## src/design/fpms_pkg.sv

```systemverilog
`default_nettype none

package fpms_pkg;

    // Sizing
    localparam int NEEDLE_MAX     = 16;
    localparam int PATH_MAX_BYTES = 4096;

    localparam int POS_W   = 5;
    localparam int LEN_W   = 5;
    localparam int CNT_W   = $clog2(PATH_MAX_BYTES + 2);
    localparam int PEN_W   = CNT_W - 6;
    localparam int COMMIT_W = 9;
    localparam int PEND_W   = 7;
    localparam int SCORE_W  = 10;
    localparam int CALC_W   = 13;

    localparam int DATA_W = 64;
    localparam int ADDR_W = 5;

    // Score clamp limits
    localparam int SCORE_MAX = 511;
    localparam int SCORE_MIN = -512;

    // Register indexes (byte address = 8 * index)
    typedef enum logic [1:0] {
        REG_NEEDLE_LOW  = 2'd0,
        REG_NEEDLE_HIGH = 2'd1,
        REG_NEEDLE_LEN  = 2'd2,
        REG_UNUSED      = 2'd3
    } t_reg_idx;

    typedef enum logic [1:0] {
        CLS_NONE  = 2'd0,
        CLS_SEP   = 2'd1,
        CLS_ALNUM = 2'd2,
        CLS_OTHER = 2'd3
    } t_byte_class;

    localparam logic [7:0] CH_SLASH     = 8'h2F;
    localparam logic [7:0] CH_BACKSLASH = 8'h5C;

    // ASCII-only case fold
    function automatic logic [7:0] fold_case(input logic [7:0] b);
        if (b >= 8'h41 && b <= 8'h5A) begin
            return b + 8'd32;
        end
        return b;
    endfunction

    function automatic t_byte_class classify(input logic [7:0] b);
        if (b == CH_SLASH || b == CH_BACKSLASH) begin
            return CLS_SEP;
        end
        if ((b >= 8'h30 && b <= 8'h39) || (b >= 8'h41 && b <= 8'h5A) ||
            (b >= 8'h61 && b <= 8'h7A)) begin
            return CLS_ALNUM;
        end
        return CLS_OTHER;
    endfunction

endpackage

`default_nettype wire

```

## src/design/fuzzy_path_match_scorer.sv

```systemverilog
`default_nettype none

// Fuzzy path match scorer. Feed a candidate path one byte per item on the
// input channel, with i_last_byte set on its final byte; one result item
// (matched, score, length saturation flag) comes out per path, after that
// final byte. The needle (up to 16 bytes, case-insensitive greedy
// subsequence) is set over the APB port at byte addresses 0x00 (bytes 0-7),
// 0x08 (bytes 8-15) and 0x10 (length, clamped to 16); write it only while no
// path is in flight. Rate: one byte per clock, sustained unless a last byte
// waits behind a held result. A result item is registered: the last byte is
// captured in the input register, the scoring logic works on it there, and
// the result register loads when the scoring stage advances on it. A held
// result blocks the input only when a last byte is waiting behind it; other
// bytes keep flowing. The running state feeds back on itself each cycle, so
// the scoring stage is the single loop that sets the rate.
// Score = match bonuses + pending last-segment bonus - length/64, with
// length counted up to 4096; longer paths raise o_length_saturated.
module fuzzy_path_match_scorer (
    input  wire logic                          i_clk,
    input  wire logic                          i_rst_n,
    // path byte channel
    input  wire logic                          i_in_valid,
    output logic                               o_in_stall,
    input  wire logic [7:0]                    i_path_byte,
    input  wire logic                          i_last_byte,
    // result channel
    output logic                               o_out_valid,
    input  wire logic                          i_out_stall,
    output logic                               o_matched,
    output logic signed [fpms_pkg::SCORE_W-1:0] o_match_score,
    output logic                               o_length_saturated,
    // APB configuration port
    input  wire logic                          psel,
    input  wire logic                          penable,
    input  wire logic                          pwrite,
    input  wire logic [fpms_pkg::ADDR_W-1:0]   paddr,
    input  wire logic [fpms_pkg::DATA_W-1:0]   pwdata,
    output logic [fpms_pkg::DATA_W-1:0]        prdata,
    output logic                               pready
);
    import fpms_pkg::*;

    // Configuration registers
    logic [63:0]      r_needle_low;
    logic [63:0]      r_needle_high;
    logic [LEN_W-1:0] r_needle_len;

    // Input register
    logic       r_in_valid;
    logic [7:0] r_byte;
    logic       r_last;

    // Running path state
    logic [POS_W-1:0]    r_pos;
    logic                r_prev_matched;
    t_byte_class         r_prev_class;
    logic [COMMIT_W-1:0] r_committed;
    logic [PEND_W-1:0]   r_pending;
    logic [CNT_W-1:0]    r_count;

    // Result register
    logic                      r_out_valid;
    logic                      r_matched;
    logic signed [SCORE_W-1:0] r_score;
    logic                      r_sat;

    // Next values
    logic [POS_W-1:0]    n_pos;
    logic                n_prev_matched;
    logic [COMMIT_W-1:0] n_committed;
    logic [PEND_W-1:0]   n_pending;
    logic [CNT_W-1:0]    n_count;
    logic                n_matched;
    logic signed [SCORE_W-1:0] n_score;
    logic                n_sat;

    logic                cfg_write;
    t_reg_idx            reg_idx;
    logic                out_free;
    logic                advance;
    logic                load_result;
    logic [LEN_W-1:0]    len;
    logic                active;
    logic [7:0]          needle_b;
    logic [127:0]        needle_all;
    t_byte_class         cls;
    logic                hit;
    logic [COMMIT_W-1:0] gain;
    logic [PEND_W-1:0]   pend_add;
    logic                found;
    logic [PEN_W-1:0]    penalty;
    logic signed [CALC_W-1:0] raw_score;

    // ---------------- configuration port ----------------
    assign pready    = 1'b1;
    assign reg_idx   = t_reg_idx'(paddr[4:3]);
    assign cfg_write = psel && penable && pwrite && pready;

    always_comb begin
        case (reg_idx)
            REG_NEEDLE_LOW:  prdata = r_needle_low;
            REG_NEEDLE_HIGH: prdata = r_needle_high;
            REG_NEEDLE_LEN:  prdata = {{(DATA_W - LEN_W){1'b0}}, r_needle_len};
            default:         prdata = '0;
        endcase
    end

    always_ff @(posedge i_clk) begin
        if (!i_rst_n) begin
            r_needle_low  <= '0;
            r_needle_high <= '0;
            r_needle_len  <= '0;
        end else if (cfg_write) begin
            case (reg_idx)
                REG_NEEDLE_LOW:  r_needle_low  <= pwdata;
                REG_NEEDLE_HIGH: r_needle_high <= pwdata;
                REG_NEEDLE_LEN:  r_needle_len  <= pwdata[LEN_W-1:0];
                default:         ;
            endcase
        end
    end

    // ---------------- handshake ----------------
    // Scoring stage advances unless it must emit a result into a full,
    // stalled output register. Non-last bytes never wait on the output.
    assign out_free    = !r_out_valid || !i_out_stall;
    assign advance     = r_in_valid && (!r_last || out_free);
    assign load_result = advance && r_last;
    assign o_in_stall  = r_in_valid && !advance;

    always_ff @(posedge i_clk) begin
        if (!i_rst_n) begin
            r_in_valid <= 1'b0;
        end else if (!o_in_stall) begin
            r_in_valid <= i_in_valid;
        end
    end

    always_ff @(posedge i_clk) begin
        if (!o_in_stall && i_in_valid) begin
            r_byte <= i_path_byte;
            r_last <= i_last_byte;
        end
    end

    // ---------------- scoring ----------------
    assign len        = (r_needle_len > LEN_W'(NEEDLE_MAX)) ? LEN_W'(NEEDLE_MAX) : r_needle_len;
    assign active     = r_pos < len;
    assign needle_all = {r_needle_high, r_needle_low};
    assign needle_b   = needle_all[{r_pos[3:0], 3'b000} +: 8];
    assign cls        = classify(r_byte);
    assign hit        = active && (fold_case(r_byte) == fold_case(needle_b));

    always_comb begin
        gain     = COMMIT_W'(1);
        pend_add = '0;
        if (cls == CLS_SEP) begin
            // separator match: only a doubled separator earns the 8
            if (r_prev_class == CLS_SEP) begin
                gain = gain + COMMIT_W'(8);
            end
        end else begin
            case (r_prev_class)
                CLS_NONE: pend_add = PEND_W'(16);
                CLS_SEP: begin
                    gain     = gain + COMMIT_W'(8);
                    pend_add = PEND_W'(8);
                end
                CLS_OTHER: pend_add = PEND_W'(4);
                default:   pend_add = '0;
            endcase
        end
        if (r_prev_matched) begin
            gain = gain + COMMIT_W'(2);
        end
        if (r_byte == needle_b) begin
            gain = gain + COMMIT_W'(1);
        end
    end

    always_comb begin
        n_pos          = r_pos;
        n_prev_matched = r_prev_matched;
        n_committed    = r_committed;
        n_pending      = r_pending;
        if (active) begin
            n_prev_matched = hit;
            if (hit) begin
                n_pos       = r_pos + POS_W'(1);
                n_committed = r_committed + gain;
                n_pending   = r_pending + pend_add;
            end
        end
        if (cls == CLS_SEP) begin
            n_pending = '0;
        end
        n_count = (r_count <= CNT_W'(PATH_MAX_BYTES)) ? r_count + CNT_W'(1) : r_count;
    end

    // Result from the post-update state
    always_comb begin
        n_sat     = n_count > CNT_W'(PATH_MAX_BYTES);
        penalty   = n_sat ? PEN_W'(PATH_MAX_BYTES / 64) : n_count[CNT_W-1:6];
        found     = n_pos >= len;
        n_matched = found;
        raw_score = $signed(CALC_W'(n_committed)) + $signed(CALC_W'(n_pending))
                    - $signed(CALC_W'(penalty));
        if (len == '0 || !found) begin
            n_score = '0;
        end else if (raw_score > CALC_W'(SCORE_MAX)) begin
            n_score = SCORE_W'(SCORE_MAX);
        end else if (raw_score < CALC_W'(SCORE_MIN)) begin
            n_score = SCORE_W'(SCORE_MIN);
        end else begin
            n_score = raw_score[SCORE_W-1:0];
        end
    end

    always_ff @(posedge i_clk) begin
        if (!i_rst_n) begin
            r_pos          <= '0;
            r_prev_matched <= 1'b0;
            r_prev_class   <= CLS_NONE;
            r_committed    <= '0;
            r_pending      <= '0;
            r_count        <= '0;
        end else if (advance) begin
            if (r_last) begin
                // path done: back to path-start state
                r_pos          <= '0;
                r_prev_matched <= 1'b0;
                r_prev_class   <= CLS_NONE;
                r_committed    <= '0;
                r_pending      <= '0;
                r_count        <= '0;
            end else begin
                r_pos          <= n_pos;
                r_prev_matched <= n_prev_matched;
                r_prev_class   <= cls;
                r_committed    <= n_committed;
                r_pending      <= n_pending;
                r_count        <= n_count;
            end
        end
    end

    // ---------------- result register ----------------
    always_ff @(posedge i_clk) begin
        if (!i_rst_n) begin
            r_out_valid <= 1'b0;
        end else if (load_result) begin
            r_out_valid <= 1'b1;
        end else if (!i_out_stall) begin
            r_out_valid <= 1'b0;
        end
    end

    always_ff @(posedge i_clk) begin
        if (load_result) begin
            r_matched <= n_matched;
            r_score   <= n_score;
            r_sat     <= n_sat;
        end
    end

    assign o_out_valid        = r_out_valid;
    assign o_matched          = r_matched;
    assign o_match_score      = r_score;
    assign o_length_saturated = r_sat;

endmodule

`default_nettype wire

```

## config.mk

```make
export PLATFORM = sky130hd
export DESIGN_NAME = fuzzy_path_match_scorer
export DESIGN_NICKNAME = d
export VERILOG_FILES = /design/src/design/fpms_pkg.sv /design/src/design/fuzzy_path_match_scorer.sv
export SDC_FILE = /design/constraint.sdc
export NUM_CORES = 1
export LEC_CHECK = 0
export ABC_AREA = 1
export BUFFER_PORTS_ARGS = -buffer_cell sky130_fd_sc_hd__buf_2
export CORE_MARGIN = 2
export CORE_UTILIZATION = 30
export CTS_BUF_LIST = sky130_fd_sc_hd__clkbuf_4
export CTS_CLUSTER_SIZE = 25
export DETAILED_ROUTE_END_ITERATION = 8
export HOLD_SLACK_MARGIN = 0.08
export SLEW_MARGIN = 20
export SYNTH_ARGS = -nofsm -noshare
export SYNTH_HDL_FRONTEND = slang
export SYNTH_SLANG_ARGS = --single-unit
```

## constraint.sdc

```tcl
create_clock -name i_clk -period 9.5 [get_ports i_clk]
set_input_delay 0 -clock i_clk [delete_from_list [all_inputs] [get_ports i_clk]]
set_output_delay 0 -clock i_clk [all_outputs]
set_load 0.005 [all_outputs]
```

# Word level (Yosys, flattened, before mapping)
# Index checks and enable logic that the tools add are counted.
[classes]
n_addsub = 10
n_lt_le_gt_ge = 15
n_eq_ne = 10
shifts = 1
n_mux = 40
n_reduce_logical = 32
[ops]
columns = ["cell", "count"]
rows = [
  ["64-bit one-hot mux with 3 select lines", 1],
  ["128-bit by 8-bit variable part select with 8-bit output", 1],
  ["9-bit two-way mux", 6],
  ["7-bit two-way mux", 5],
  ["8-bit two-way mux", 4],
  ["13-bit two-way mux", 2],
  ["5-bit two-way mux", 5],
  ["8-bit by 7-bit greater-or-equal comparator with 1-bit output, second input constant", 3],
  ["8-bit by 7-bit <= comparator with 1-bit output, second input constant", 3],
  ["8-bit by 6-bit adder with 8-bit output, second input constant", 2],
  ["8-bit equality test", 2],
  ["5-bit one-hot mux with 3 select lines", 1],
  ["13-bit by 1-bit adder with 13-bit output, second input constant", 1],
  ["13-bit > comparator, second input constant", 1],
  ["13-bit <= comparator, second input constant", 1],
  ["11-bit by 10-bit > comparator with 1-bit output, second input constant", 1],
  ["1-bit logical AND", 11],
  ["11-bit by 10-bit < comparator with 1-bit output, second input constant", 1],
  ["10-bit by 7-bit subtractor with 11-bit output", 1],
  ["9-bit by 7-bit adder with 10-bit output", 1],
  ["10-bit two-way mux", 1],
  ["2-bit two-way mux", 5],
  ["9-bit by 1-bit adder with 9-bit output, second input constant", 1],
  ["9-bit by 2-bit adder with 9-bit output, second input constant", 1],
  ["22 further kinds", 47],
]
[word_totals]
reg_bits = 193
input_bits = 85
out_inout_bits = 79
wordCells = 125

# Depth between registers and ports, before layout
# Gate-level depths: netlist of run 1.
[depth]
depth_word = 19
mapped_depth = 41
mapped_depth_nobuf = 39

# Worst setup path after synthesis of run 1
# Ideal clock, no wire load.
[synth_path]
path_kind = "flip-flop to flip-flop"
from = "register r_pos[0]"
to = "register r_score[0], in the netlist o_match_score[0] (data pin)"
setup_ns = 0.254
arrival_ns = 5.078
required_time_ns = 9.246
setup_slack_ns = 4.168
path_stages_with_launch = 35
n_path_buf = 2
synth_period_minus_slack_ns = 5.332
cell_sequence = "dfxtp_1 buf_6 buf_4 nand2_1 nand3_1 nand3_1 nand3_1 nand2_1 xor2_1 or2_0 nor2_1 nand3_1 inv_1 ha_1 fa_1 a31oi_1 xor2_1 nand2_1 o21ai_1 inv_1 fa_1 ha_1 a21oi_1 o21ai_0 a21oi_1 nor2_1 o21ai_0 nand2_1 a21o_1 a21oi_1 inv_1 nand2_1 nand3b_2 nand2_1 nor2_1"
[synth_between]
elab_chain_len = 15
elab_cells_between_ends = 31
classes_between = "add/sub: 5; order compare: 6; eq/ne: 2; shift: 1; mux: 13; reduce/logical: 4"
[synth_rtl]
columns = ["element", "line", "text"]
rows = [
  ["start, declared", "fuzzy_path_match_scorer.sv:54", "logic [POS_W-1:0] r_pos;"],
  ["start signal, assigned", "fuzzy_path_match_scorer.sv:237", "r_pos <= n_pos;"],
  ["128-bit by 8-bit variable part select with 8-bit output", "fuzzy_path_match_scorer.sv:150", "assign needle_b = needle_all[{r_pos[3:0], 3'b000} +: 8];"],
  ["8-bit by 7-bit greater-or-equal comparator with 1-bit output / 8-bit by 7-bit <= comparator with 1-bit output (equally long branches)", "fpms_pkg.sv:45", "if (b >= 8'h41 && b <= 8'h5A) begin"],
  ["1-bit logical AND", "fpms_pkg.sv:45", ""],
  ["1-bit two-way mux", "fpms_pkg.sv:45", ""],
  ["8-bit two-way mux", "fpms_pkg.sv:48", "return b;"],
  ["8-bit equality test", "fuzzy_path_match_scorer.sv:152", "assign hit = active && (fold_case(r_byte) == fold_case(needle_b));"],
  ["1-bit logical AND", "fuzzy_path_match_scorer.sv:152", ""],
  ["7-bit two-way mux", "fuzzy_path_match_scorer.sv:188", "if (hit) begin"],
  ["7-bit two-way mux", "fuzzy_path_match_scorer.sv:186", "if (active) begin"],
  ["7-bit two-way mux", "fuzzy_path_match_scorer.sv:194", "if (cls == CLS_SEP) begin"],
  ["9-bit by 7-bit adder with 10-bit output", "fuzzy_path_match_scorer.sv:206", "raw_score = $signed(CALC_W'(n_committed)) + $signed(CALC_W'(n_pending))"],
  ["10-bit by 7-bit subtractor with 11-bit output", "fuzzy_path_match_scorer.sv:207", "- $signed(CALC_W'(penalty));"],
  ["11-bit by 10-bit < comparator with 1-bit output", "fuzzy_path_match_scorer.sv:212", "end else if (raw_score < CALC_W'(SCORE_MIN)) begin"],
  ["10-bit two-way mux", "fuzzy_path_match_scorer.sv:212", ""],
  ["9-bit two-way mux", "fuzzy_path_match_scorer.sv:210", "end else if (raw_score > CALC_W'(SCORE_MAX)) begin"],
  ["end signal, assigned", "fuzzy_path_match_scorer.sv:261", "r_score <= n_score;"],
  ["end, declared", "fuzzy_path_match_scorer.sv:64", "logic signed [SCORE_W-1:0] r_score;"],
]
# Several ways; a longest one is shown, not always the timed one. The select of a mux whose other input is x is not followed.
# A chain may end at the register's enable or synchronous reset.

# Worst setup path in the final report of run 1
[layout_path]
from = "register r_pos[0]"
to = "register r_score[1], in the netlist o_match_score[1] (data pin)"
# Same word-level chain as after synthesis.

==> results of run 1 <==
## synth_stat cells (13+ instances only)
| cell type | n | share of area |
|---|---|---|
| xor2_1 | 19 | 0.015 |
| nor2_1 | 74 | 0.025 |
| edfxtp_1 | 21 | 0.057 |
| nand3_1 | 128 | 0.058 |
| nand2_1 | 370 | 0.13 |
| clkbuf_1 | 65 | 0.022 |
| inv_1 | 217 | 0.074 |
| xnor2_1 | 13 | 0.010 |
| o21ai_0 | 157 | 0.072 |
| ha_1 | 34 | 0.039 |
| buf_2 | 13 | 0.0059 |
| o22ai_1 | 53 | 0.030 |
| a21oi_1 | 173 | 0.079 |
| dfxtp_1 | 172 | 0.31 |
## flip-flops by register name, indices dropped and copies added, names as in the netlist, 2 cells and up
name	count
r_count	13
r_needle_len	5
o_match_score	10
r_byte	8
r_pos	5
r_needle_low	64
r_committed	9
r_pending	7
r_prev_class	2
r_needle_high	64
## where the power goes
group	internal (uW)	total, uW	leakage, uW	switching (uW)
clock	201	547	0.000192	345
sequential	841	849	0.00159	7.93
combinational	69.0	165	0.00414	96.3
total	1110	1560	0.00592	450
## metal layers
metal / wire [um] / up-vias / track usage
li1: - / 5681 / -
met1: 17200 / 5242 / 0.2576
met2: 15150 / 336 / 0.2780
met3: 1779 / 59 / 0.02556
met4: 1120 / 2 / 0.07125
met5: 13 / - / 0
## final cells by class
type | count | share of cell area
Antenna cell | 4 | 0.0007456
Clock buffer | 17 | 0.009506
Clock inverter | 15 | 0.01808
Inverter | 223 | 0.06253
Multi-Input combinational cell | 1103 | 0.4218
Sequential cell | 193 | 0.3035
Tap cell | 468 | 0.04362
Timing Repair Buffer | 270 | 0.1402
## worst max-delay path: cells and delay by family (launching register included)
family / cells / cell delay [ps]
AOI/OAI and AO/OA: 8 / 1350
and+or+nand+nor: 16 / 1830
DFF: 1 / 370
adders and majority gates: 4 / 1550
buffers and inverters: 6 / 1000
xor gates and xnor gates: 2 / 360
## cells by family (layout without fill, tap and decap cells)
family                     after synthesis  count (layout)  share of synthesized area
buffers and inverters                  313             525                     0.1136
adders and majority gates               43              43                    0.05514
DFF                                    193             193                     0.3710
xor gates and xnor gates                32              32                    0.02552
AOI/OAI and AO/OA                      416             416                     0.2016
and+or+nand+nor                        611             611                     0.2329
other                                    1               5                  0.0003415
## path summary, 6_finish.rpt
check | to
max | o_match_score[1]
min | r_last
max reg2reg | o_match_score[1]
min reg2reg | r_pending[0]
## per-stage QoR
stage          setup WS, ps  instances  hold WS (ps)  power, uW  utilization
3_3_place_gp           2960       2157         179.7      998.6       0.3314
3_5_place_dp           2901       2157         178.4       1000       0.3314
2_1_floorplan          4168       1609         98.87      945.0            -
5_1_grt                2236       2293         91.12       1625       0.3694
4_1_cts                2859       2289         80.92       1577       0.3691
6_report               2776       2293         115.5       1561       0.3694
## repair_timing
item | in CTS | in global routing
hold endpoints to repair | 183 | 0
hold buffers | 100 | 0
setup endpoints to repair | 0 | 0
==> reports/qor.csv, run 1 <==
metric;value;unit
outcome;finished clean;
fin crit period;6724;ps
Detailed Route WL;35270;um
dominant synthesized flop cell;dfxtp_1;
CTS tree;yes;
largest net degree at the start of global routing;104;
CTS Sinks;193;
drt wl/cell;15.38;um
most common cell after layout, fill and taps aside;nand2_1;
core area;0.03635;mm^2
Critical Path Sink Type;flop;
Synth Cell Area;0.01098;mm^2
Placer Congestion;0.8452;
DRT iter0 DRCs;844;
RSZ-0062 raised after global routing;false;
Critical Path RT;9910;ps
# fillers;3866;
GRT overflow;0;
die width;195.3;um
later-pin clock latency in the skew report;650;ps
worst vdd ir;0.07441;mV
Synth Area per Inst;6.825;um^2
number of post-CTS setup repair buffers;0;
fin area;0.01343;mm^2
Die Y;195.3;um
total track usage;0.1816;
post-cts sizing count;0;
ys async rst share;0;
Critical Path Start Type;flop;
ratio of cells with drive above 1 in the final layout;0.1219;
area grow syn2layout;22.25;%
register clock-pin slew on the reported worst setup and hold paths;180;ps
Fin Clk Skew;38.29;ps
Tcrit/Tclk final;0.7078;
Max Cap Viol;0;
Sum Neg Setup Slack;0;ps
post-DR vias/cell;4.937;
Seq. cell area;0.004075;mm^2
hold crit path type;in -> reg;
global-route wire length before repair;55240;um
hold path cells;2;
H-tree depth;4;
cts bufs inserted;17;
IO Pins;164;
Seq/Total Area, Yosys;0.3710;
Reg-to-Reg Start;r_pos[0];
fin nets;1936;
initial core utilization;0.3021;
critical path class;reg -> reg;
initial antenna violation count;4;
CP max stage delay;530;ps
IO Port Bufs;159;
YS warnings;0;
Gate Count Post-Synth;1609;
Seq cells post-synth;193;
final slew viol count;0;
area of the multi-input gates;0.005663;mm^2
Site Rows;70;
die area;0.03815;mm^2
Worst R2R Setup Slack;2780;ps
CP arrival;7140;ps
critical-path maximum fanout;51;
Reg2Reg Depth;36;
Clk Tree Root Cell;clkbuf_4;
ANT nets after route;0;
Hold Startpoint;i_last_byte;
drt drc;0;
most frequent cells in the layout;369 x nand2_1, 214 x inv_1, 173 x a21oi_1, 171 x dfxtp_1, 158 x buf_2;
Pwr Density;116.3;mW/mm^2
fmax;148.7;MHz
slowest CP cell;buf_4;
Worst Tran Pin Value;1070;ps
Detailed Routing Iterations Pass 1;5;
Setup-failing EPs final;0;
Distinct cells, synth;43;
Post-synth EDFFs;21;
cell area after placement;0.01204;mm^2
hpwl dp;24770;um
Synthesized Nets;1737;
Pleak;0.005919;uW
Worst path most repeated cell;nand2_1;
Max-slew headroom;0.2860;
critical path launch point;r_pos[0];
Via Count;11320;
Clock Path Buffers;2;
Hold Violations, Final;0;
vias in the first global route;10430;
No activity file was read; power rests on OpenSTA's default activity.
==> run 2, diff against run 1 <==
--- a/config.mk
+++ b/config.mk
@@ -5,7 +5,7 @@
 export SDC_FILE = /design/constraint.sdc
 export NUM_CORES = 1
 export LEC_CHECK = 0
-export ABC_AREA = 1
+export ABC_AREA = 0
 export BUFFER_PORTS_ARGS = -buffer_cell sky130_fd_sc_hd__buf_2
 export CORE_MARGIN = 2
 export CORE_UTILIZATION = 30
==> constraint.sdc (replaced) <==
create_clock -name i_clk -period 6.5 [get_ports i_clk]
set_input_delay 0 -clock i_clk [delete_from_list [all_inputs] [get_ports i_clk]]
set_output_delay 0 -clock i_clk [all_outputs]
set_load 0.005 [all_outputs]
==> run 2 against run 1 <==
  * Sequential power is 46% higher
  * Clock skew is 9.1 ps lower
  * Largest power group unchanged
  * Power increased by 42%
  * Sequential share of layout area shrank 0.45 points
  * Non-clock buffer count grew 3
  * Critical endpoint unchanged
  * Critical path type unchanged
  * Count of clock-buffer cells in the layout stayed put
  * Via count fell by 9.7%
==> reports/qor.csv, run 2 <==
metric;value;unit;change
most common cell after layout, fill and taps aside;nand2_1;;unchanged
CTS Sinks;193;;unchanged
count leader, synth;nand2_1;;unchanged
global-route wire length before repair;55410;um;was 55240 um
Critical Path Start Type;flop;;unchanged
Critical Path Sink Type;flop;;unchanged
Site Rows;70;;unchanged
CP arrival;6690;ps;was 7140 ps
Post-synth EDFFs;21;;unchanged
Seq/Total Area, Yosys;0.3649;;was 0.3710
fin area;0.01364;mm^2;was 0.01343 mm^2
outcome;finished clean;;unchanged
later-pin clock latency in the skew report;640;ps;was 650 ps
Largest regs;r_needle_high x64, r_needle_low x64, r_count x13;;unchanged
total track usage;0.1844;;was 0.1816
Pleak;0.005478;uW;was 0.005919 uW
drt wl/cell;18.00;um;was 15.38 um
drt drc;0;;unchanged
die width;196.9;um;was 195.3 um
slowest CP cell;fa_2;;was buf_4
Synthesized Nets;1436;;was 1737
register clock-pin slew on the reported worst setup and hold paths;180;ps;about the same
ANT nets after route;0;;unchanged
hpwl dp;25770;um;was 24770 um
fin nets;1639;;was 1936
fin crit period;6302;ps;was 6724 ps
Sum Neg Setup Slack;0;ps;unchanged
initial antenna violation count;5;;was 4
Fin Clk Skew;29.18;ps;was 38.29 ps
Synth Area per Inst;8.535;um^2;was 6.825 um^2
Gate Count Post-Synth;1308;;was 1609
YS warnings;0;;unchanged
synth top area cells;dfxtp_1 31%, nand2_1 10%, mux2i_1 8.3%;;was dfxtp_1 31%, nand2_1 13%, a21oi_1 7.9%
Die Y;196.9;um;was 195.3 um
Detailed Routing Iterations Pass 1;5;;unchanged
Placer Congestion;0.8601;;was 0.8452
RSZ-0062 raised after global routing;true;;was false
Via Count;10220;;was 11.32k
die area;0.03877;mm^2;was 0.03815 mm^2
Setup-failing EPs final;0;;unchanged
pre-CTS WS;3.201;ps;was 2901 ps
Critical Path RT;6890;ps;was 9910 ps
Fin Hold WS;110.6;ps;was 115.5 ps
ys async rst share;0;;unchanged
most frequent cells in the layout;304 x nand2_1, 170 x dfxtp_1, 158 x buf_2, 153 x a21oi_1, 112 x nor2_1;;was 369 x nand2_1, 214 x inv_1, 173 x a21oi_1, 171 x dfxtp_1, 158 x buf_2
Hold Violations, Final;0;;unchanged
Worst Tran Pin Value;1113;ps;was 1070 ps
worst vdd ir;0.1062;mV;was 0.07441 mV
CP max stage delay;580;ps;was 530 ps
Tcrit/Tclk final;0.9696;;was 0.7078
Synth Cell Area;0.01116;mm^2;was 0.01098 mm^2
crit-path cells;buf_12, mux4_2, mux2_2, and2_1, or3_1, a211oi_2, nand3_1, inv_1, ha_1, fa_1, mux2_4, fa_2, ha_1, a21o_1, a21o_1, a21o_1, a21oi_2, o21bai_1, a21o_1, a31oi_1, xor3_2, o21ai_4, o21ai_0;;
Max-slew headroom;0.2564;;was 0.2860
Final WS setup;197.6;ps;was 2776 ps
GRT overflow;0;;unchanged
largest net degree at the start of global routing;85;;was 104
final slew viol count;0;;unchanged
H-tree depth;4;;unchanged
Distinct cells, synth;79;;was 43
critical-path maximum fanout;12;;was 51
DRT iter0 DRCs;722;;was 844
most area-hungry cell type in the Yosys netlist;dfxtp_1;;unchanged
IO Pins;164;;unchanged
post-DR vias/cell;5.123;;was 4.937
CTS tree;yes;;unchanged
hold crit path type;in -> reg;;unchanged
dominant synthesized flop cell;dfxtp_1;;unchanged
ratio of cells with drive above 1 in the final layout;0.1832;;was 0.1219
share of the synthesized area in the top cell type;0.3085;;was 0.3135
Max Cap Viol;0;;unchanged
critical path class;reg -> reg;;unchanged
Clk Tree Root Cell;clkbuf_4;;unchanged
initial core utilization;0.3049;;was 0.3021
fmax;158.7;MHz;was 148.7 MHz
Seq cells post-synth;193;;unchanged
Pwr Density;162.6;mW/mm^2;was 116.3 mW/mm^2
Detailed Route WL;35920;um;was 35270 um
vias in the first global route;9855;;was 10.43k
area grow syn2layout;22.19;%;was 22.25%
Post-synth top cells;305 x nand2_1, 172 x dfxtp_1, 157 x a21oi_1;;was 370 x nand2_1, 217 x inv_1, 173 x a21oi_1
core area;0.03661;mm^2;was 0.03635 mm^2
cell area after placement;0.01237;mm^2;was 0.01204 mm^2
cts bufs inserted;17;;unchanged
IO Port Bufs;159;;unchanged
Power, Total;2217;uW;was 1561 uW
Worst path most repeated cell;a21o_1;;was nand2_1
Clock Path Buffers;2;;unchanged
-- run 2: kinds of logic (layout without fill, tap and decap cells) --
logic type / after synthesis / in the layout / share of synthesized area
compound gates: 273 / 273 / 0.1469
xor+xnor: 41 / 41 / 0.03609
fa+ha+maj: 43 / 43 / 0.05425
buf+inv: 115 / 330 / 0.04764
flops: 193 / 193 / 0.3649
mux: 129 / 129 / 0.1549
other cells: 1 / 5 / 0.0003359
simple gates: 513 / 513 / 0.1949
-- run 2: where the power goes --
| part | switching [uW] | leakage [uW] | total [uW] | internal [uW] |
|---|---|---|---|---|
| clock | 477 | 0.000171 | 756 | 279 |
| sequential | 20.8 | 0.00159 | 1240 | 1220 |
| combinational | 122 | 0.00371 | 219 | 97.9 |
-- run 2: cell type report --
type	instances	area (um^2)
well taps	468	585.6
diodes	4	10.01
multi-input cells	1000	6626
flip-flops and latches	193	4079
repair buffers	273	1916
fillers	3817	22970
inverters	26	100.1
clock buffers	17	127.6
clock inverters	14	196.4
-- run 2: critical path, delay by kind of cell, from the launching register on --
kind | cells | cell delay (ps)
AOI/OAI and AO/OA | 10 | 1770
DFF | 1 | 420
xor gates and xnor gates | 1 | 330
adders and majority gates | 4 | 1540
muxes | 3 | 1100
buffers and inverters | 2 | 240
and+or+nand+nor | 3 | 670
-- run 2: repair_timing --
item,in CTS,in global routing
buffers inserted,0,5
setup endpoints to repair,6,9
pin swaps,1,5
hold buffers,81,0
gates resized for setup,2,21
hold endpoints to repair,165,0
gates cloned,0,1
-- run 2: routing by layer --
metal,track usage,vias to the layer above,share of wire
met5,0,-,0.00036
met4,0.07658,2,0.037
met3,0.03337,55,0.052
met2,0.3178,325,0.49
met1,0.2266,4888,0.42
li1,-,4950,-
-- run 2: worst paths after layout --
| kind | from | endpoint | slack (ps) | cells past startpoint |
|---|---|---|---|---|
| max | r_pos[1] | o_match_score[1] | 200 | 23 |
| min | i_path_byte[2] | r_byte[2] | 110 | 2 |
| max reg2reg | r_pos[1] | o_match_score[1] | 200 | 23 |
| min reg2reg | r_needle_low[12] | r_needle_low[12] | 480 | 2 |
-- run 2: stage by stage --
step | std cells | util
2_1_floorplan | 1308 | -
3_3_place_gp | 1873 | 0.3378
3_5_place_dp | 1873 | 0.3378
4_1_cts | 1985 | 0.3688
5_1_grt | 1993 | 0.3725
6_report | 1995 | 0.3726
